### src/rtl/dscd_pkg.sv
// Shared types and constants for the delta stream command decoder.
// Used by dscd_decoder, dscd_outq and delta_stream_command_decoder; depends on nothing.
package dscd_pkg;

  localparam logic [6:0]  HDR_PAYLOAD_MASK = 7'h7f;
  localparam logic [7:0]  HDR_CONT_BIT     = 8'h80;
  localparam logic [23:0] COPY_LEN_ZERO    = 24'h010000;
  localparam int          HDR_STEP         = 7;
  localparam int          OQ_DEPTH         = 4;
  localparam int          OQ_CNT_W         = 3;

  typedef enum logic [2:0] {
    PH_PARENT = 3'd0,
    PH_TARGET = 3'd1,
    PH_CMD    = 3'd2,
    PH_COPY   = 3'd3,
    PH_INSERT = 3'd4
  } phase_t;

  typedef enum logic [2:0] {
    KIND_TARGET  = 3'd0,
    KIND_COPY    = 3'd1,
    KIND_LITERAL = 3'd2,
    KIND_DONE    = 3'd3,
    KIND_ERROR   = 3'd4
  } kind_t;

  typedef enum logic [2:0] {
    ERR_NONE    = 3'd0,
    ERR_PARENT  = 3'd1,
    ERR_BADCOPY = 3'd2,
    ERR_OVERRUN = 3'd3,
    ERR_ZEROCMD = 3'd4,
    ERR_TRUNC   = 3'd5,
    ERR_LONG    = 3'd6
  } err_t;

  typedef struct packed {
    kind_t       kind;
    logic [31:0] copy_offset;
    logic [23:0] copy_length;
    logic [7:0]  literal_byte;
    logic [31:0] object_size;
    err_t        error_code;
    logic        last;
  } result_t;

  typedef struct packed {
    logic [1:0] n;
    result_t    r0;
    result_t    r1;
  } push_t;

endpackage

### src/rtl/dscd_decoder.sv
// Stream state and per-byte decode logic of the delta stream command decoder.
// Produces up to two result items per accepted byte; depends on dscd_pkg.
module dscd_decoder #(
  parameter int SIZE_BITS = 32
) (
  input  logic            clk,
  input  logic            rst_n,
  input  logic            accept,
  input  logic [7:0]      delta_byte,
  input  logic            last_byte,
  input  logic            cfg_wr_en,
  input  logic [31:0]     cfg_wr_data,
  output dscd_pkg::push_t push
);
  import dscd_pkg::*;

  localparam int SB   = SIZE_BITS;
  localparam int SC_W = $clog2(SIZE_BITS + HDR_STEP + 1);

  logic [31:0]   exp_r;
  phase_t        phase_r, phase_nxt;
  logic [SB-1:0] acc_r, acc_nxt;
  logic [SC_W-1:0] sc_r, sc_nxt;
  logic [SB-1:0] decl_r, decl_nxt;
  logic [SB-1:0] rem_r, rem_nxt;
  logic [6:0]    flags_r, flags_nxt;
  logic [31:0]   off_r, off_nxt;
  logic [23:0]   len_r, len_nxt;
  logic [6:0]    lit_r, lit_nxt;
  logic          errl_r, errl_nxt;

  logic [6:0]      payload;
  logic [SC_W-1:0] room;
  logic            hdr_long;
  logic [SB+6:0]   hdr_shift;
  logic [SB-1:0]   hdr_acc;
  logic [SB+31:0]  hdr_ext;
  logic [6:0]      flag_low;
  logic [6:0]      flags_upd;
  logic [31:0]     off_upd;
  logic [23:0]     len_upd;
  logic [31:0]     fin_off;
  logic [23:0]     fin_len;
  logic [23:0]     len_eff;
  logic [SB+32:0]  copy_end;
  logic            copy_bad;
  logic [SB+23:0]  rem_copy;
  logic [SB+7:0]   rem_ins;
  logic [6:0]      lit_dec;
  err_t            err;
  logic            main_v;
  result_t         main_r;
  logic            tail_v;
  result_t         tail_r;

  assign payload   = delta_byte[6:0] & HDR_PAYLOAD_MASK;
  assign room      = SC_W'(SB) - sc_r;
  assign hdr_long  = (sc_r >= SC_W'(SB)) || ((payload & (HDR_PAYLOAD_MASK << room)) != 7'd0);
  assign hdr_shift = {{SB{1'b0}}, payload} << sc_r;
  assign hdr_acc   = acc_r | hdr_shift[SB-1:0];
  assign hdr_ext   = {32'd0, hdr_acc};

  assign flag_low  = flags_r & (~flags_r + 7'd1);
  assign flags_upd = flags_r & ~flag_low;
  always_comb begin
    off_upd = off_r;
    len_upd = len_r;
    for (int k = 0; k < 4; k++) begin
      if (flag_low[k]) off_upd[8*k +: 8] = off_r[8*k +: 8] | delta_byte;
    end
    for (int k = 0; k < 3; k++) begin
      if (flag_low[k+4]) len_upd[8*k +: 8] = len_r[8*k +: 8] | delta_byte;
    end
  end

  assign fin_off  = (phase_r == PH_COPY) ? off_upd : 32'd0;
  assign fin_len  = (phase_r == PH_COPY) ? len_upd : 24'd0;
  assign len_eff  = (fin_len == 24'd0) ? COPY_LEN_ZERO : fin_len;
  assign copy_end = {{(SB+1){1'b0}}, fin_off} + {{(SB+9){1'b0}}, len_eff};
  assign copy_bad = (copy_end > {33'd0, decl_r}) ||
                    ({{SB{1'b0}}, len_eff} > {24'd0, rem_r});
  assign rem_copy = {24'd0, rem_r} - {{SB{1'b0}}, len_eff};
  assign rem_ins  = {8'd0, rem_r} - {{SB{1'b0}}, delta_byte};
  assign lit_dec  = (lit_r == 7'd0) ? 7'd0 : lit_r - 7'd1;

  always_comb begin : next_state
    phase_nxt = phase_r;
    acc_nxt   = acc_r;
    sc_nxt    = sc_r;
    decl_nxt  = decl_r;
    rem_nxt   = rem_r;
    flags_nxt = flags_r;
    off_nxt   = off_r;
    len_nxt   = len_r;
    lit_nxt   = lit_r;
    errl_nxt  = errl_r;
    err       = ERR_NONE;
    main_v    = 1'b0;
    main_r    = '0;
    if (!errl_r) begin
      unique case (phase_r)
        PH_PARENT, PH_TARGET: begin
          if (hdr_long) begin
            err = ERR_LONG;
          end else begin
            acc_nxt = hdr_acc;
            sc_nxt  = sc_r + SC_W'(HDR_STEP);
            if (!delta_byte[7]) begin
              if (phase_r == PH_PARENT) begin
                decl_nxt = hdr_acc;
                if (hdr_ext != {{SB{1'b0}}, exp_r}) begin
                  err = ERR_PARENT;
                end else begin
                  phase_nxt = PH_TARGET;
                  acc_nxt   = '0;
                  sc_nxt    = '0;
                end
              end else begin
                main_v             = 1'b1;
                main_r.kind        = KIND_TARGET;
                main_r.object_size = hdr_ext[31:0];
                rem_nxt            = hdr_acc;
                phase_nxt          = PH_CMD;
              end
            end
          end
        end
        PH_CMD: begin
          if ((delta_byte & HDR_CONT_BIT) != 8'd0) begin
            flags_nxt = delta_byte[6:0];
            off_nxt   = '0;
            len_nxt   = '0;
            if (delta_byte[6:0] == 7'd0) begin
              if (copy_bad) begin
                err = ERR_BADCOPY;
              end else begin
                main_v             = 1'b1;
                main_r.kind        = KIND_COPY;
                main_r.copy_offset = fin_off;
                main_r.copy_length = len_eff;
                rem_nxt            = rem_copy[SB-1:0];
              end
            end else begin
              phase_nxt = PH_COPY;
            end
          end else if (delta_byte != 8'd0) begin
            if ({{SB{1'b0}}, delta_byte} > {8'd0, rem_r}) begin
              err = ERR_OVERRUN;
            end else begin
              lit_nxt   = delta_byte[6:0];
              rem_nxt   = rem_ins[SB-1:0];
              phase_nxt = PH_INSERT;
            end
          end else begin
            err = ERR_ZEROCMD;
          end
        end
        PH_COPY: begin
          off_nxt   = off_upd;
          len_nxt   = len_upd;
          flags_nxt = flags_upd;
          if (flags_upd == 7'd0) begin
            phase_nxt = PH_CMD;
            if (copy_bad) begin
              err = ERR_BADCOPY;
            end else begin
              main_v             = 1'b1;
              main_r.kind        = KIND_COPY;
              main_r.copy_offset = fin_off;
              main_r.copy_length = len_eff;
              rem_nxt            = rem_copy[SB-1:0];
            end
          end
        end
        PH_INSERT: begin
          main_v              = 1'b1;
          main_r.kind         = KIND_LITERAL;
          main_r.literal_byte = delta_byte;
          lit_nxt             = lit_dec;
          if (lit_dec == 7'd0) phase_nxt = PH_CMD;
        end
        default: begin
          phase_nxt = PH_CMD;
        end
      endcase
      if (err != ERR_NONE) errl_nxt = 1'b1;
    end
  end

  always_comb begin : outputs
    tail_v = !errl_r && ((err != ERR_NONE) || last_byte);
    tail_r = '0;
    if (err != ERR_NONE) begin
      tail_r.kind       = KIND_ERROR;
      tail_r.error_code = err;
    end else if ((phase_nxt == PH_CMD) && (rem_nxt == '0)) begin
      tail_r.kind = KIND_DONE;
    end else begin
      tail_r.kind       = KIND_ERROR;
      tail_r.error_code = ERR_TRUNC;
    end
    tail_r.last = 1'b1;
    push    = '0;
    push.r0 = main_r;
    if (accept) begin
      push.n = {1'b0, main_v} + {1'b0, tail_v};
      if (main_v && tail_v) begin
        push.r1 = tail_r;
      end else if (tail_v) begin
        push.r0 = tail_r;
      end else begin
        push.r0.last = 1'b1;
      end
    end
  end

  always_ff @(posedge clk) begin
    if (!rst_n) begin
      exp_r <= '0;
    end else if (cfg_wr_en) begin
      exp_r <= cfg_wr_data;
    end
  end

  always_ff @(posedge clk) begin
    if (!rst_n || (accept && last_byte)) begin
      phase_r <= PH_PARENT;
      acc_r   <= '0;
      sc_r    <= '0;
      decl_r  <= '0;
      rem_r   <= '0;
      flags_r <= '0;
      off_r   <= '0;
      len_r   <= '0;
      lit_r   <= '0;
      errl_r  <= 1'b0;
    end else if (accept) begin
      phase_r <= phase_nxt;
      acc_r   <= acc_nxt;
      sc_r    <= sc_nxt;
      decl_r  <= decl_nxt;
      rem_r   <= rem_nxt;
      flags_r <= flags_nxt;
      off_r   <= off_nxt;
      len_r   <= len_nxt;
      lit_r   <= lit_nxt;
      errl_r  <= errl_nxt;
    end
  end

`ifndef SYNTHESIS
  a_latched_silent: assert property (@(posedge clk) disable iff (!rst_n)
    (accept && errl_r) |-> (push.n == 2'd0))
    else $error("results produced after a latched fault");
  a_restart: assert property (@(posedge clk) disable iff (!rst_n)
    (accept && last_byte) |=> ((phase_r == PH_PARENT) && !errl_r && (rem_r == '0)))
    else $error("state not restarted after the final byte");
  a_last_order: assert property (@(posedge clk) disable iff (!rst_n)
    (push.n == 2'd2) |-> (push.r1.last && !push.r0.last))
    else $error("last flag not on the final result of a byte");
  a_copy_fits: assert property (@(posedge clk) disable iff (!rst_n)
    (push.n != 2'd0 && push.r0.kind == KIND_COPY) |-> (push.r0.copy_length != 24'd0))
    else $error("copy emitted with zero length");
`endif

endmodule

### src/rtl/dscd_outq.sv
// Four-entry shifting result queue between the decoder and the output port.
// Head entry drives the output; takes up to two items per cycle; depends on dscd_pkg.
module dscd_outq (
  input  logic              clk,
  input  logic              rst_n,
  input  dscd_pkg::push_t   push,
  output logic              has_room,
  output logic              out_valid,
  input  logic              out_ready,
  output dscd_pkg::result_t head
);
  import dscd_pkg::*;

  result_t q_r [OQ_DEPTH];
  result_t q_nxt [OQ_DEPTH];
  logic [OQ_CNT_W-1:0] cnt_r, cnt_nxt;
  logic [OQ_CNT_W-1:0] base;
  logic pop;

  assign pop       = (cnt_r != '0) && out_ready;
  assign base      = cnt_r - OQ_CNT_W'(pop);
  assign cnt_nxt   = base + OQ_CNT_W'(push.n);
  assign has_room  = (cnt_r <= OQ_CNT_W'(OQ_DEPTH - 2));
  assign out_valid = (cnt_r != '0);
  assign head      = q_r[0];

  always_comb begin
    for (int i = 0; i < OQ_DEPTH; i++) begin
      if (pop && (i < OQ_DEPTH - 1)) begin
        q_nxt[i] = q_r[(i + 1) % OQ_DEPTH];
      end else begin
        q_nxt[i] = q_r[i];
      end
      if ((push.n != 2'd0) && (base == OQ_CNT_W'(i))) q_nxt[i] = push.r0;
      if ((push.n == 2'd2) && (base + OQ_CNT_W'(1) == OQ_CNT_W'(i))) q_nxt[i] = push.r1;
    end
  end

  always_ff @(posedge clk) begin
    for (int i = 0; i < OQ_DEPTH; i++) begin
      q_r[i] <= q_nxt[i];
    end
  end

  always_ff @(posedge clk) begin
    if (!rst_n) begin
      cnt_r <= '0;
    end else begin
      cnt_r <= cnt_nxt;
    end
  end

`ifndef SYNTHESIS
  a_no_overflow: assert property (@(posedge clk) disable iff (!rst_n)
    cnt_r <= OQ_CNT_W'(OQ_DEPTH))
    else $error("result queue overflow");
  a_count_track: assert property (@(posedge clk) disable iff (!rst_n)
    (push.n == 2'd0 && !pop) |=> (cnt_r == $past(cnt_r)))
    else $error("result queue count changed without traffic");
  a_push_room: assert property (@(posedge clk) disable iff (!rst_n)
    (push.n != 2'd0) |-> (cnt_r <= OQ_CNT_W'(OQ_DEPTH - 2)))
    else $error("items pushed into a full result queue");
`endif

endmodule

### src/rtl/delta_stream_command_decoder.sv
// Top level of the delta stream command decoder: decoder plus result queue.
// Depends on dscd_pkg, dscd_decoder and dscd_outq.
//
// The block takes one delta stream byte per clock cycle while in_ready is high
// and decodes it in a single pass into at most two result items, which are
// placed in a four-entry result queue and appear on the output starting the
// cycle after the byte is accepted. in_ready drops only while more than two
// results wait in the queue, so a stalled output holds off the input after
// two or three bytes that produce results. The expected parent size must be
// written by the user through cfg_wr_en and cfg_wr_data only while no stream
// is in progress; the block does not enforce this. After the byte marked as
// last, all stream state is reset and the next stream may follow at once.
module delta_stream_command_decoder #(
  parameter int SIZE_BITS = 32
) (
  input  logic        clk,
  input  logic        rst_n,
  input  logic        in_valid,
  output logic        in_ready,
  input  logic [7:0]  in_delta_byte,
  input  logic        in_last_byte,
  output logic        out_valid,
  input  logic        out_ready,
  output logic [2:0]  out_kind,
  output logic [31:0] out_copy_offset,
  output logic [23:0] out_copy_length,
  output logic [7:0]  out_literal_byte,
  output logic [31:0] out_object_size,
  output logic [2:0]  out_error_code,
  output logic        out_last,
  input  logic        cfg_wr_en,
  input  logic [31:0] cfg_wr_data
);
  import dscd_pkg::*;

  push_t   push;
  result_t head;
  logic    accept;

  assign accept = in_valid && in_ready;

  dscd_decoder #(
    .SIZE_BITS (SIZE_BITS)
  ) u_decoder (
    .clk         (clk),
    .rst_n       (rst_n),
    .accept      (accept),
    .delta_byte  (in_delta_byte),
    .last_byte   (in_last_byte),
    .cfg_wr_en   (cfg_wr_en),
    .cfg_wr_data (cfg_wr_data),
    .push        (push)
  );

  dscd_outq u_outq (
    .clk       (clk),
    .rst_n     (rst_n),
    .push      (push),
    .has_room  (in_ready),
    .out_valid (out_valid),
    .out_ready (out_ready),
    .head      (head)
  );

  assign out_kind         = head.kind;
  assign out_copy_offset  = head.copy_offset;
  assign out_copy_length  = head.copy_length;
  assign out_literal_byte = head.literal_byte;
  assign out_object_size  = head.object_size;
  assign out_error_code   = head.error_code;
  assign out_last         = head.last;

endmodule

### config.mk
export PLATFORM = sky130hd
export DESIGN_NAME = delta_stream_command_decoder
export DESIGN_NICKNAME = d
export VERILOG_FILES = /design/src/rtl/dscd_pkg.sv /design/src/rtl/dscd_decoder.sv /design/src/rtl/dscd_outq.sv /design/src/rtl/delta_stream_command_decoder.sv
export SDC_FILE = /design/constraint.sdc
export NUM_CORES = 2
export LEC_CHECK = 0
export BUFFER_PORTS_ARGS = -buffer_cell sky130_fd_sc_hd__buf_2
export CAP_MARGIN = 20
export CORE_UTILIZATION = 60
export DETAILED_ROUTE_END_ITERATION = 6
export PLACE_DENSITY = 0.83
export SLEW_MARGIN = 20
export SYNTH_ARGS = -nofsm -noshare
export SYNTH_HDL_FRONTEND = slang
export SYNTH_SLANG_ARGS = --single-unit
export TNS_END_PERCENT = 20
### constraint.sdc
create_clock -name clk -period 24.6 [get_ports clk]
set_clock_uncertainty 0.2 [all_clocks]
set_input_delay 2.46 -clock clk [delete_from_list [all_inputs] [get_ports clk]]
set_output_delay 2.46 -clock clk [all_outputs]
set_load 0.05 [all_outputs]
==> impl_metrics.tcl <==
set metrics [dict create \
    start_util_pct 61.0 \
    path_type_of_the_worst_min_delay_path "reg2reg" \
    number_of_enable_type_register_cells_in_the_synthesized_netlist 28 \
    fillCellCount 4855 \
    die_area_um2 58600 \
    areaGrowthSynthToFinish_pct 9.12 \
    grt_max_degree 171 \
    endpoint_kind "register" \
    power.density_cell_area_nw_per_um2 100 \
    cts_hold_repair.buffers 0 \
    globalRouteOverflowTotal 0 \
    met2_length_um 50400 \
    most_frequent_cells_in_the_layout "sky130_fd_sc_hd__nand2_1, sky130_fd_sc_hd__dfxtp_1, sky130_fd_sc_hd__a21oi_1" \
    ys_types 104 \
    post-route-min-period_ns 11.74 \
    fp-row-count 87 \
    critical_path_class "in2reg" \
    dp.final_hpwl_um 78000 \
    globalRouteTotalUtil_pct 38.5 \
    grt_pass1_wl_um 181000 \
    peakVddDrop_mv 0.187 \
    ant_nets 0 \
    die_w_um 242 \
    crit_path_max_delay_cell_type "sky130_fd_sc_hd__buf_4" \
    cts_resized 0 \
    finalNetCount 4846 \
    post_drt_wl_per_cell_um 21.5 \
    asyncSetResetFlopFracSynth_pct 0 \
    route.detailed.drc 0 \
    yosys.area.top_type "sky130_fd_sc_hd__dfxtp_1" \
    synth-main-ff-cell "sky130_fd_sc_hd__dfxtp_1" \
    min_period_over_period_pct 47.7 \
    actual_slew_at_the_worst_max_slew_pin_ns 1.22 \
    cts_tree "yes" \
    finalSetupTns_ns 0 \
    maxSlewHeadroom_pct 18.6 \
    routed_wirelength_um 118000 \
    yosys_warnings 0 \
    postSynthNetCount 4921 \
    final_max_slew_viol_count 0 \
    finalHoldViolations 0 \
    synth_sequential_area_ratio_pct 36.9 \
    detailroute.wirelength.met3_um 14300 \
    crit_fanout 60 \
    ys_seq_elements 623 \
    top_layer_used "met5" \
    synth_area_leaders "sky130_fd_sc_hd__dfxtp_1, sky130_fd_sc_hd__nand2_1, sky130_fd_sc_hd__a21oi_1, sky130_fd_sc_hd__nor2_1, sky130_fd_sc_hd__ha_1" \
    clock_latency_ns 0.63 \
    clockRootBuffer "sky130_fd_sc_hd__clkbuf_16" \
    tritoncts.num_buffers 67 \
    boundaryPins 151 \
    synth_cells 4776 \
    avgViaCountPerCell 6.49 \
    num_vias 35800 \
    htree_levels 3 \
    drive_above_1_share_pct 8.44 \
    grt_setup_unrepaired "false" \
    max-clock-path-buffers 3 \
    postCtsSetupRepairBufs 0 \
    worst-endpoint-required_ns 24.71 \
    syn_avg_cell_area_um2 7.24 \
    static_leak_nw 15.0 \
    core_area_um2 56700 \
    cp_data_arrival_time_ns 11.84 \
    status "complete, no violations" \
    chipHeight_um 242 \
    routedLengthMet1_um 47800 \
    drt_iter0_drc 5030 \
    globalplace.congestion 1.03 \
    pre_repair_dr_iteration_count 6 \
    cts.reportedPaths.clkPinSlew_ns 0.06 \
    layout_commonest_cell "sky130_fd_sc_hd__nand2_1" \
    grt_antenna_before_repair 2 \
    synth.top_cell.area_share_pct 34.4 \
    max_stage_delay_on_crit_path_ns 0.69 \
    port_buffers 150 \
    grt_pass1_vias 31400 \
    finalSetupViolations 0 \
    fmaxAchievable_ghz 0.0852 \
    worst_setup_path_start_kind "input port" \
    finalPower_mw 3.79 \
    cap_viol_max_count 0 \
    synthesis.area_um2 34600 \
    clock-sinks 623 \
]
final cells by class:
| type | instances | area [um^2] | share of cell area (%) |
|---|---|---|---|
| diodes | 2 | 5.00 | 0.0133 |
| clock buffers | 96 | 1940 | 5.13 |
| clock inverters | 22 | 333 | 0.881 |
| inverters | 126 | 480 | 1.27 |
| multi-input cells | 3669 | 20100 | 53.1 |
| flip-flops and latches | 623 | 12800 | 33.8 |
| well taps | 756 | 946 | 2.51 |
| repair buffers | 214 | 1240 | 3.29 |
worst max-delay path: cells and delay by family:
kind	cells	cell delay (ns)
xor+xnor	1	0.11
compound gates	11	2.68
simple gates	14	3.69
buf+inv	4	1.82
fa+ha+maj	3	1.03
through the flow:
| stage | hold slack, ns | instances | setup WS, ns | util [%] | instance area [um^2] |
|---|---|---|---|---|---|
| 5_1_grt | 0.268 | 5507 | 12.47 | 66.6 | 37800 |
| 4_1_cts | 0.250 | 5506 | 13.21 | 66.6 | 37800 |
| 6_report | 0.250 | 5508 | 12.86 | 66.6 | 37800 |
| 2_1_floorplan | 0.225 | 4776 | 14.69 | - | 34600 |
| 3_5_place_dp | 0.242 | 5388 | 12.57 | 62.6 | 35500 |
| 3_3_place_gp | 0.233 | 5388 | 12.82 | 62.6 | 35500 |
cell usage after synthesis, types with 37 or more instances:
cell type                  count
sky130_fd_sc_hd__a211oi_1     67
sky130_fd_sc_hd__a21oi_1     583
sky130_fd_sc_hd__a31oi_1     154
sky130_fd_sc_hd__and2_1       39
sky130_fd_sc_hd__buf_2        40
sky130_fd_sc_hd__clkbuf_1    300
sky130_fd_sc_hd__dfxtp_1     595
sky130_fd_sc_hd__ha_1         95
sky130_fd_sc_hd__inv_1       124
sky130_fd_sc_hd__mux2i_1      54
sky130_fd_sc_hd__nand2_1     953
sky130_fd_sc_hd__nand3_1     207
sky130_fd_sc_hd__nor2_1      577
sky130_fd_sc_hd__nor2b_1      56
sky130_fd_sc_hd__nor3_1       48
sky130_fd_sc_hd__nor4_1       37
sky130_fd_sc_hd__o21ai_0     180
sky130_fd_sc_hd__xnor2_1      46
kinds of logic (layout without fill, tap and decap cells):
group                      Yosys count  count (layout)  synth area share (%)
AOI/OAI and AO/OA                 1309            1309                  23.0
muxes                               67              67                  2.12
other                                0               2                     0
DFF                                623             623                  36.9
adders and majority gates           99              99                  3.67
buffers and inverters              484             458                  5.48
and+or+nand+nor                   2119            2119                  27.0
xor gates and xnor gates            75              75                  1.90
layer usage:
metal / global-route usage (%) / up-vias
met5: 0 / -
met4: 17.1 / 2
met3: 9.72 / 364
met2: 56.7 / 2089
met1: 53.1 / 16800
li1: - / 16500
power breakdown:
| part | switching, mW | internal, mW | leakage (nW) |
|---|---|---|---|
| logic | 1.07 | 0.408 | 8.76 |
| registers | 0.0931 | 1.18 | 5.11 |
| clock network | 0.440 | 0.607 | 1.11 |
| total | 1.60 | 2.19 | 15.0 |
worst paths after layout:
path | from | end | slack, ns | cells after the start
worst min register to register | u_outq.q_r[3][72] | u_outq.q_r[3][72] | 0.25 | 2
worst max-delay path | in_delta_byte[3] | u_outq.q_r[3][1] | 12.86 | 33
worst min-delay path | u_outq.q_r[3][72] | u_outq.q_r[3][72] | 0.25 | 2
worst max register to register | u_decoder.flags_r[0] | u_outq.q_r[3][1] | 13.23 | 35
registers in the layout, summed over array words and instances (netlist names):
name	count
u_decoder.acc_r	32
u_decoder.decl_r	32
u_decoder.errl_r	1
u_decoder.exp_r	32
u_decoder.flags_r	7
u_decoder.len_r	24
u_decoder.lit_r	7
u_decoder.off_r	32
u_decoder.phase_r	3
u_decoder.rem_r	32
u_decoder.sc_r	6
u_outq.cnt_r	3
u_outq.q_r	412
Power figures use the tool's default switching activity.
